File: config.mk
export PLATFORM = sky130hd
export DESIGN_NAME = epoch_date_time_converter_unit
export DESIGN_NICKNAME = d
export VERILOG_FILES = /design/src/edtc_pkg.sv /design/src/epoch_date_time_converter_unit.sv
export SDC_FILE = /design/constraint.sdc
export NUM_CORES = 2
export LEC_CHECK = 0
export BUFFER_PORTS_ARGS = -buffer_cell sky130_fd_sc_hd__buf_2
export CAP_MARGIN = 20
export CORE_ASPECT_RATIO = 0.75
export CORE_MARGIN = 10
export CORE_UTILIZATION = 45
export DETAILED_ROUTE_END_ITERATION = 10
export PLACE_DENSITY = 0.65
export SYNTH_ARGS = -nofsm -noshare
export SYNTH_HDL_FRONTEND = slang
export SYNTH_SLANG_ARGS = --single-unit
File: constraint.sdc
create_clock -name clk -period 15.12 [get_ports clk]
set_input_delay 1.512 -clock clk [delete_from_list [all_inputs] [get_ports clk]]
set_output_delay 1.512 -clock clk [all_outputs]
set_load 0.05 [all_outputs]
File: src/edtc_pkg.sv
// Shared constants for the epoch date and time converter.
`default_nettype none
package edtc_pkg;

	localparam int unsigned DayW = 11;

	typedef enum logic {
		ACT_ENCODE = 1'b0,
		ACT_DECODE = 1'b1
	} action_t;

	localparam logic [15:0] DAYS_PER_CYCLE = 16'd1461;
	localparam logic [31:0] SECS_PER_DAY   = 32'd86400;
	localparam logic [16:0] SECS_PER_HOUR  = 17'd3600;
	localparam logic [16:0] SECS_PER_MIN   = 17'd60;

	// Reciprocals: x/15 = (x*M15)>>35, x/3 = (x*M3)>>33, x/1461 = (x*M1461)>>32 (x < 2^16)
	localparam logic [31:0] M15   = 32'h8888_8889;
	localparam logic [31:0] M3    = 32'hAAAA_AAAB;
	localparam logic [21:0] M1461 = 22'd2939746;

	localparam logic [DayW-1:0] MONTH_START [4][12] = '{
		'{11'd0,    11'd31,   11'd60,   11'd91,   11'd121,  11'd152,
		  11'd182,  11'd213,  11'd244,  11'd274,  11'd305,  11'd335},
		'{11'd366,  11'd397,  11'd425,  11'd456,  11'd486,  11'd517,
		  11'd547,  11'd578,  11'd609,  11'd639,  11'd670,  11'd700},
		'{11'd731,  11'd762,  11'd790,  11'd821,  11'd851,  11'd882,
		  11'd912,  11'd943,  11'd974,  11'd1004, 11'd1035, 11'd1065},
		'{11'd1096, 11'd1127, 11'd1155, 11'd1186, 11'd1216, 11'd1247,
		  11'd1277, 11'd1308, 11'd1339, 11'd1369, 11'd1400, 11'd1430}
	};

endpackage
`default_nettype wire

File: src/epoch_date_time_converter_unit.sv
// Seconds count since year 0 to and from calendar date and time, seven stage pipeline.
//
//  channel | signals                                    | dir
//  --------+--------------------------------------------+-----
//  in      | in_valid, in_stall, action, seconds_in,    | in
//          | second_in .. year_in                       |
//  out     | out_valid, out_stall, seconds_out,         | out
//          | second_out .. year_out                     |
//
// One beat per cycle sustained, either direction, while out_stall does not hold a result.
// The decode chain of constant-reciprocal divides (60, 60, 24, 1461) sets the depth.
// arst_n clears the stage valid bits only.
// out_stall freezes every stage while a result is held; in_stall follows it then.
`default_nettype none
module epoch_date_time_converter_unit (
	input  wire logic         clk,
	input  wire logic         arst_n,
	input  wire logic         in_valid,
	output logic              in_stall,
	input  wire logic         action,
	input  wire logic [31:0]  seconds_in,
	input  wire logic [5:0]   second_in,
	input  wire logic [5:0]   minute_in,
	input  wire logic [4:0]   hour_in,
	input  wire logic [4:0]   day_in,
	input  wire logic [3:0]   month_in,
	input  wire logic [6:0]   year_in,
	output logic              out_valid,
	input  wire logic         out_stall,
	output logic [31:0]       seconds_out,
	output logic [5:0]        second_out,
	output logic [5:0]        minute_out,
	output logic [4:0]        hour_out,
	output logic [4:0]        day_out,
	output logic [3:0]        month_out,
	output logic [7:0]        year_out
);
	import edtc_pkg::*;

	logic adv;
	logic v_s1, v_s2, v_s3, v_s4, v_s5, v_s6, v_s7;
	action_t act_s1, act_s2, act_s3, act_s4, act_s5, act_s6, act_s7;

	// encode path
	logic [3:0]      mi;
	logic [DayW-1:0] mstart;
	logic [31:0]     days_c;
	logic [16:0]     tod_c;
	logic [31:0]     days_s1;
	logic [16:0]     tod_s1, tod_s2;
	logic [31:0]     prod_s2;
	logic [31:0]     enc_s3, enc_s4, enc_s5, enc_s6;

	// decode path
	logic [31:0] t_s1;
	logic [61:0] p1_s1;
	logic [26:0] q1_c, q1_s2;
	logic [56:0] p2_s2;
	logic [20:0] q2_c, q2_s3;
	logic [49:0] p3_s3;
	logic [15:0] q3_c, q3_s4;
	logic [37:0] p4_s4;
	logic [5:0]  cyc_c;
	logic [5:0]  sec_s2, sec_s3, sec_s4, sec_s5, sec_s6;
	logic [5:0]  min_s3, min_s4, min_s5, min_s6;
	logic [4:0]  hour_s4, hour_s5, hour_s6;
	logic [5:0]  cyc_s5, cyc_s6;
	logic [DayW-1:0] rem_s5, rem_s6;
	logic [1:0]  yi_c, yi_s6;
	logic [3:0]  mo_c;
	logic [4:0]  day_c;

	assign adv      = !(v_s7 && out_stall);
	assign in_stall = !adv;

	// stage 1 logic
	always_comb begin
		priority if (month_in == 4'd0) begin
			mi = 4'd0;
		end else if (month_in > 4'd12) begin
			mi = 4'd11;
		end else begin
			mi = month_in - 4'd1;
		end
		mstart = MONTH_START[year_in[1:0]][mi];
		days_c = 32'(year_in[6:2]) * 32'(DAYS_PER_CYCLE) + 32'(mstart) + 32'(day_in) - 32'd1;
		tod_c  = 17'(hour_in) * SECS_PER_HOUR + 17'(minute_in) * SECS_PER_MIN + 17'(second_in);
	end

	// divide chain quotients
	assign q1_c  = p1_s1[61:35];
	assign q2_c  = p2_s2[55:35];
	assign q3_c  = p3_s3[48:33];
	assign cyc_c = p4_s4[37:32];

	// year in cycle and month search
	always_comb begin
		priority if (rem_s5 >= MONTH_START[3][0]) begin
			yi_c = 2'd3;
		end else if (rem_s5 >= MONTH_START[2][0]) begin
			yi_c = 2'd2;
		end else if (rem_s5 >= MONTH_START[1][0]) begin
			yi_c = 2'd1;
		end else begin
			yi_c = 2'd0;
		end
	end

	always_comb begin
		mo_c = 4'd0;
		for (int m = 1; m < 12; m++) begin
			if (rem_s6 >= MONTH_START[yi_s6][m]) begin
				mo_c = 4'(m);
			end
		end
		day_c = 5'(rem_s6 - MONTH_START[yi_s6][mo_c] + 11'd1);
	end

	always_ff @(posedge clk or negedge arst_n) begin
		if (!arst_n) begin
			v_s1 <= 1'b0;
			v_s2 <= 1'b0;
			v_s3 <= 1'b0;
			v_s4 <= 1'b0;
			v_s5 <= 1'b0;
			v_s6 <= 1'b0;
			v_s7 <= 1'b0;
		end else if (adv) begin
			v_s1 <= in_valid;
			v_s2 <= v_s1;
			v_s3 <= v_s2;
			v_s4 <= v_s3;
			v_s5 <= v_s4;
			v_s6 <= v_s5;
			v_s7 <= v_s6;
		end
	end

	always_ff @(posedge clk) begin
		if (adv) begin
			// s1
			act_s1  <= action_t'(action);
			t_s1    <= seconds_in;
			p1_s1   <= 62'(seconds_in[31:2]) * 62'(M15);
			days_s1 <= days_c;
			tod_s1  <= tod_c;
			// s2
			act_s2  <= act_s1;
			q1_s2   <= q1_c;
			sec_s2  <= 6'(t_s1 - 32'(q1_c) * 32'd60);
			p2_s2   <= 57'(q1_c[26:2]) * 57'(M15);
			prod_s2 <= 32'(days_s1 * SECS_PER_DAY);
			tod_s2  <= tod_s1;
			// s3
			act_s3  <= act_s2;
			sec_s3  <= sec_s2;
			q2_s3   <= q2_c;
			min_s3  <= 6'(q1_s2 - 27'(q2_c) * 27'd60);
			p3_s3   <= 50'(q2_c[20:3]) * 50'(M3);
			enc_s3  <= prod_s2 + 32'(tod_s2);
			// s4
			act_s4  <= act_s3;
			sec_s4  <= sec_s3;
			min_s4  <= min_s3;
			q3_s4   <= q3_c;
			hour_s4 <= 5'(q2_s3 - 21'(q3_c) * 21'd24);
			p4_s4   <= 38'(q3_c) * 38'(M1461);
			enc_s4  <= enc_s3;
			// s5
			act_s5  <= act_s4;
			sec_s5  <= sec_s4;
			min_s5  <= min_s4;
			hour_s5 <= hour_s4;
			cyc_s5  <= cyc_c;
			rem_s5  <= DayW'(q3_s4 - 16'(cyc_c) * DAYS_PER_CYCLE);
			enc_s5  <= enc_s4;
			// s6
			act_s6  <= act_s5;
			sec_s6  <= sec_s5;
			min_s6  <= min_s5;
			hour_s6 <= hour_s5;
			cyc_s6  <= cyc_s5;
			yi_s6   <= yi_c;
			rem_s6  <= rem_s5;
			enc_s6  <= enc_s5;
			// s7: output register, unused fields zeroed
			act_s7 <= act_s6;
			if (act_s6 == ACT_DECODE) begin
				seconds_out <= 32'd0;
				second_out  <= sec_s6;
				minute_out  <= min_s6;
				hour_out    <= hour_s6;
				day_out     <= day_c;
				month_out   <= mo_c + 4'd1;
				year_out    <= {cyc_s6, 2'b00} + 8'(yi_s6);
			end else begin
				seconds_out <= enc_s6;
				second_out  <= 6'd0;
				minute_out  <= 6'd0;
				hour_out    <= 5'd0;
				day_out     <= 5'd0;
				month_out   <= 4'd0;
				year_out    <= 8'd0;
			end
		end
	end

	assign out_valid = v_s7;

	a_accept_enters: assert property (@(posedge clk) disable iff (!arst_n)
		in_valid && !in_stall |=> v_s1)
		else $error("accepted beat did not enter stage 1");

	a_encode_zero: assert property (@(posedge clk) disable iff (!arst_n)
		out_valid && act_s7 == ACT_ENCODE |-> second_out == 6'd0 && minute_out == 6'd0 &&
		hour_out == 5'd0 && day_out == 5'd0 && month_out == 4'd0 && year_out == 8'd0)
		else $error("encode result carries date fields");

	a_decode_range: assert property (@(posedge clk) disable iff (!arst_n)
		out_valid && act_s7 == ACT_DECODE |-> seconds_out == 32'd0 && second_out < 6'd60 &&
		minute_out < 6'd60 && hour_out < 5'd24 && month_out >= 4'd1 && month_out <= 4'd12 &&
		day_out >= 5'd1 && year_out <= 8'd136)
		else $error("decode result out of range");

	a_stall_holds_pipe: assert property (@(posedge clk) disable iff (!arst_n)
		v_s6 && in_stall |=> v_s6 && $stable(rem_s6) && $stable(yi_s6))
		else $error("stage 6 moved under stall");

endmodule
`default_nettype wire

== Word level (Yosys, flattened, before mapping) ==
Index checks and enable logic that the tools add are counted.
W data, S select, Z words.
Word-level totals
  word-level logic and storage cells: 134
  input bits: 70
  register bits: 635
  output and inout bits: 68
Operators by class
  reductions and logical operators: 3
  $add $sub $neg: 15
  $mul: 12
  bitwise gates (word level): 4
  mux-type cells: 27
  $lt $le $gt $ge: 19
Operator list (count)
  $bmux W132 S2: 2
  $mux W132: 4
  $ge A11 B11 Y1: 11
  $bmux W11 S4: 2
  $mul A30 B32 Y62 const B: 1
  $mul A25 B32 Y56 const B: 1
  $mul A18 B32 Y49 const B: 1
  $mux W4: 12
  $mul A16 B21 Y37 const B: 1
  $add A32 B17 Y32: 1
  $mul A32 B10 Y25 const B: 1
  $mul A27 B4 Y4 const B: 1
  $mux W11: 2
  $mul A21 B4 Y4 const B: 1
  $sub A18 B1 Y19 const B: 1
  $add A17 B5 Y18: 1
  $add A16 B11 Y17: 1
  $add A17 B12 Y17: 1
  $add A17 B6 Y17: 1
  $mul A16 B2 Y2 const B: 1
  $mul A5 B11 Y16 const B: 1
  $mul A5 B8 Y13 const B: 1
  $sub A6 B6 Y6: 2
  $ge A11 B10 Y1 const B: 1
  20 further kinds: 28

== Depth between registers and ports, before layout ==
  word-level depth: 22
  depth in mapped cells: 32
  gate-level depth less buffers: 31

== Worst setup path after synthesis ==
Ideal clock, no wire load.
  path kind: input to output
  start: in out_stall
  end: out in_stall
  stages: 2
  arrival time: 15.165 ns
  slack: -1.557 ns
  path buffers: 0
  data required time: 13.608 ns
  path through: nand2_1 > inv_1
On the way
  cells in the longest elaborated chain, start to end: 1
RTL lines
  start: declaration: line epoch_date_time_converter_unit.sv:29  | input wire logic out_stall,
  $logic_and A1 B1 Y1: line epoch_date_time_converter_unit.sv:73  | assign adv = !(v_s7 && out_stall);
  end: declaration: line epoch_date_time_converter_unit.sv:19  | output logic in_stall,
No other way between the ends.

== Worst setup path in the final report ==
  start: in month_in[0]
  end: reg days_s1[30], data pin
On the way
  cells in the longest elaborated chain, start to end: 10
  elaborated cells between the ends (all ways): 12
  classes of those cells: 4 x add/sub; 1 x order compare; 5 x mux; 1 x bitwise; 1 x reduce/logical
RTL lines
  start: declaration: line epoch_date_time_converter_unit.sv:26  | input wire logic [3:0] month_in,
  $sub A4 B1 Y4 / $gt A4 B4 Y1 (equally long branches): line epoch_date_time_converter_unit.sv:83, epoch_date_time_converter_unit.sv:80
  $mux W4: line epoch_date_time_converter_unit.sv:80  | end else if (month_in > 4'd12) begin
  $mux W4 (*): line epoch_date_time_converter_unit.sv:78  | priority if (month_in == 4'd0) begin
  $not A4 Y5 (implied by the code) (*): line epoch_date_time_converter_unit.sv:85  | mstart = MONTH_START[year_in[1:0]][mi];
  $bmux W11 S4 (*): line epoch_date_time_converter_unit.sv:85
  $mux W11 (implied by the code) (*) (2 in series): line epoch_date_time_converter_unit.sv:85
  $add A16 B11 Y17 (*): line epoch_date_time_converter_unit.sv:86  | days_c = 32'(year_in[6:2]) * 32'(DAYS_PER_CYCLE) + 32'(mstart) + 32'(day_in) - 32'd1;
  $add A17 B5 Y18 (*): line epoch_date_time_converter_unit.sv:86
  $sub A18 B1 Y19 (*): line epoch_date_time_converter_unit.sv:86
  named net days_c[18]: line epoch_date_time_converter_unit.sv:47  | logic [31:0] days_c;
  end signal: assignment: line epoch_date_time_converter_unit.sv:145  | days_s1 <= days_c;
  end: declaration: line epoch_date_time_converter_unit.sv:49  | logic [31:0] days_s1;
Mark *: on every way through the listed nets, which the timed path passes. The rest lies on a longest branch. The select of a mux whose other input is x is not followed.
A chain may end at the register's enable or synchronous reset.

==> flow_metrics.tcl <==
set metrics [dict create \
    path_clk_slew_ns 0.06 \
    cts_hold_repair.buffers 0 \
    antenna_found_initial 3 \
    post_cts.repair.setup_buffers 0 \
    synthesized_area_fraction_occupied_by_adder_cells 0.464 \
    worst-path-buf-inv 6 \
    min_path_type "reg -> reg" \
    mostFrequentLayoutCells "ha_1 (965), inv_1 (927), fa_1 (525)" \
    synth_compound_area_frac 0.0731 \
    final.setup_skew_ns 0.0260 \
    gr-usage-met3 0.0304 \
    area_delta_synth_final_pct 8.48 \
    startpoint_type "input port" \
    mapped_area_um2 48600 \
    placement.io_buffers 137 \
    worst_endpoint_required_time_ns 15.50 \
    synth_mux_area_frac 0.00306 \
    post_route_cells_drive_above_1_share 0.0595 \
    clkLatencyLatePin_ns 0.62 \
    critical-path-max-stage-delay_ns 0.67 \
    drt_pre_antenna_iters 5 \
    grt_remaining_overflow 0 \
    setup_viol 0 \
    io-pin-count 138 \
    gp_routability_congestion 0.884 \
    timing.hold.worst_path_depth 0 \
    grt_usage 0.158 \
    cts-htree-levels 2 \
    die-area_um2 122000 \
    yosys_warnings 0 \
    timing_worst_slew_pin_value_ns 0.974 \
    grt_max_degree 145 \
    synth_async_sr_flop_share 0.0143 \
    starting_utilization_of_the_core_area 0.453 \
    dp.final_hpwl_um 76900 \
    detail_route.wirelength_um 93100 \
    tritoncts "done" \
    die-height_um 305 \
    grt_pass1_wl_um 158000 \
    cp-end-kind "register" \
    nNetsFinal 5909 \
    worstPathMaxFanout 24 \
    critical-path-slowest-cell "o21a_1" \
    arrival_ns 8.24 \
    synth-seq-cells 488 \
    final_min_period_over_clock_period 0.520 \
    mostFrequentLayoutCell "ha_1" \
    critPathMostFrequentCell "o21ai_0" \
    grt_setup_unrepaired "no" \
    post_cts_resize_count 0 \
    row_count 104 \
    reg2reg_depth 23 \
    max_cap_violations 0 \
    cts.sink_count 488 \
    antenna_violating_nets_post_route 0 \
    drc 0 \
    worstSetupPathType "in -> reg" \
    outcome "complete, no violations" \
    seq_area_frac_synth 0.301 \
    globalRouteMet1Util 0.243 \
    hold_path_end "enc_s6[4]$_DFFE_PN_" \
    cts_inserted_buffers 51 \
    synth_top_family_by_area "adder cells" \
    via_count 29000 \
    ctsRootBufferMaster "clkbuf_16" \
    placeable_core_area_um2 107000 \
    initialDrtViolationCount 1463 \
    synth.avg_cell_area_um2 11.6 \
    r2r-end "day_out[4]$_SDFFCE_PN0N_" \
    synth_xor_area_frac 0.0338 \
    setup_tns_ns 0 \
    number_of_antenna_diodes 0 \
    timing.hold.worst.start "enc_s5[4]$_DFFE_PN_" \
    number_of_enable_flip_flop_cells_after_synthesis 481 \
    ctsLongestPathBuffers 3 \
    vias_per_cell 4.98 \
    groute.layer.met2.usage 0.232 \
    finalCriticalPeriod_ns 7.87 \
    slew_violations 0 \
    timing_hold_violations_final 0 \
    most_crowded_layer_after_global_routing "met1" \
    post_synth_inst_count 4178 \
    slew-limit-headroom 0.351 \
    routedWlPerCell_um 16.0 \
    fmax_mhz 127 \
    die_x_um 400 \
    via_count_of_the_first_global_routing_pass 30200 \
    synth.lib_cells_used.distinct 82 \
    post_synth_and_or_nand_nor_area_fraction 0.0506 \
    yosys_most_used_dff "edfxtp_1" \
    worst_r2r_startpoint "yi_s6[1]$_SDFFCE_PP1N_" \
    synth_net_count 5738 \
    path_delay_family "compound AO/OA/AOI/OAI gates" \
    reg2reg_setup_slack_ns 7.45 \
]
-- routing by layer --
layer | share of wire | routed length (um)
met1 | 0.52 | 48100
met2 | 0.42 | 38900
met3 | 0.051 | 4780
met4 | 0.014 | 1350
met5 | 0 | 0
-- stage by stage --
| step | cells | hold WS (ns) | cell area (um^2) | worst slack, ns | util |
|---|---|---|---|---|---|
| after global placement | 5726 | 0.400 | 51100 | 6.79 | 0.476 |
| after detailed placement | 5726 | 0.405 | 51100 | 6.70 | 0.476 |
| after floorplan | 4178 | 0.400 | 48600 | 4.31 | - |
| after global routing | 5819 | 0.423 | 52800 | 6.50 | 0.492 |
| final | 5819 | 0.414 | 52800 | 7.25 | 0.492 |
| after CTS | 5818 | 0.413 | 52700 | 7.34 | 0.491 |
-- synthesized netlist by cell type (26+ instances only) --
library cell  instances  area, um^2
xor2_1               54         473
edfxtp_1            481       14400
o21a_1               32         240
a211oi_1             26         195
fa_1                525       10500
nor3_1               38         190
inv_1               927        3480
ha_1                965       12100
nand2_1             103         387
nand3_1              34         170
o21ai_0              94         470
a21oi_1             157         786
nor2b_1              52         325
and2_1               39         244
a21o_1               68         510
nor2_1              142         533
xnor2_1             132        1160
o21bai_1             27         203
-- sequential cells by signal (all words and copies together) (netlist names), 16 cells and up --
| register | flops |
|---|---|
| tod_s2 | 17 |
| days_s1 | 19 |
| enc_s6 | 32 |
| p3_s3 | 16 |
| seconds_out | 32 |
| p2_s2 | 21 |
| tod_s1 | 17 |
| enc_s5 | 32 |
| p1_s1 | 27 |
| enc_s3 | 32 |
| prod_s2 | 25 |
| enc_s4 | 32 |
-- cell type report --
cell class / instances / area [um^2]
Multi-Input combinational cell: 2731 / 30400
Clock buffer: 59 / 1310
Fill cell: 9585 / 54600
Inverter: 930 / 3490
Tap cell: 1431 / 1790
Sequential cell: 488 / 14600
Clock inverter: 33 / 354
Timing Repair Buffer: 147 / 793
-- how the worst max path moves through the flow --
stage | startpoint | end | slack, ns | cells past startpoint
after floorplan | out_stall | in_stall | 4.31 | 2
after global placement | month_in[0] | days_s1[30]$_DFFE_PN_ | 6.79 | 31
after detailed placement | month_in[0] | days_s1[30]$_DFFE_PN_ | 6.70 | 31
after CTS | month_in[0] | days_s1[30]$_DFFE_PN_ | 7.34 | 31
after global routing | month_in[0] | days_s1[30]$_DFFE_PN_ | 6.50 | 33
final | month_in[0] | days_s1[30]$_DFFE_PN_ | 7.25 | 31
-- logic make-up (layout without fill, tap and decap cells) --
kind of cell,count (synthesis),count (layout)
AO/OA/AOI/OAI,542,542
buffers and inverters,959,1169
flip-flops,488,488
AND/OR/NAND/NOR,498,498
multiplexers,14,14
XOR/XNOR,187,187
adder cells (fa/ha/maj),1490,1490
Power is not shown: default switching activity piles up to over one toggle a cycle in this logic, so the estimate is an artifact.
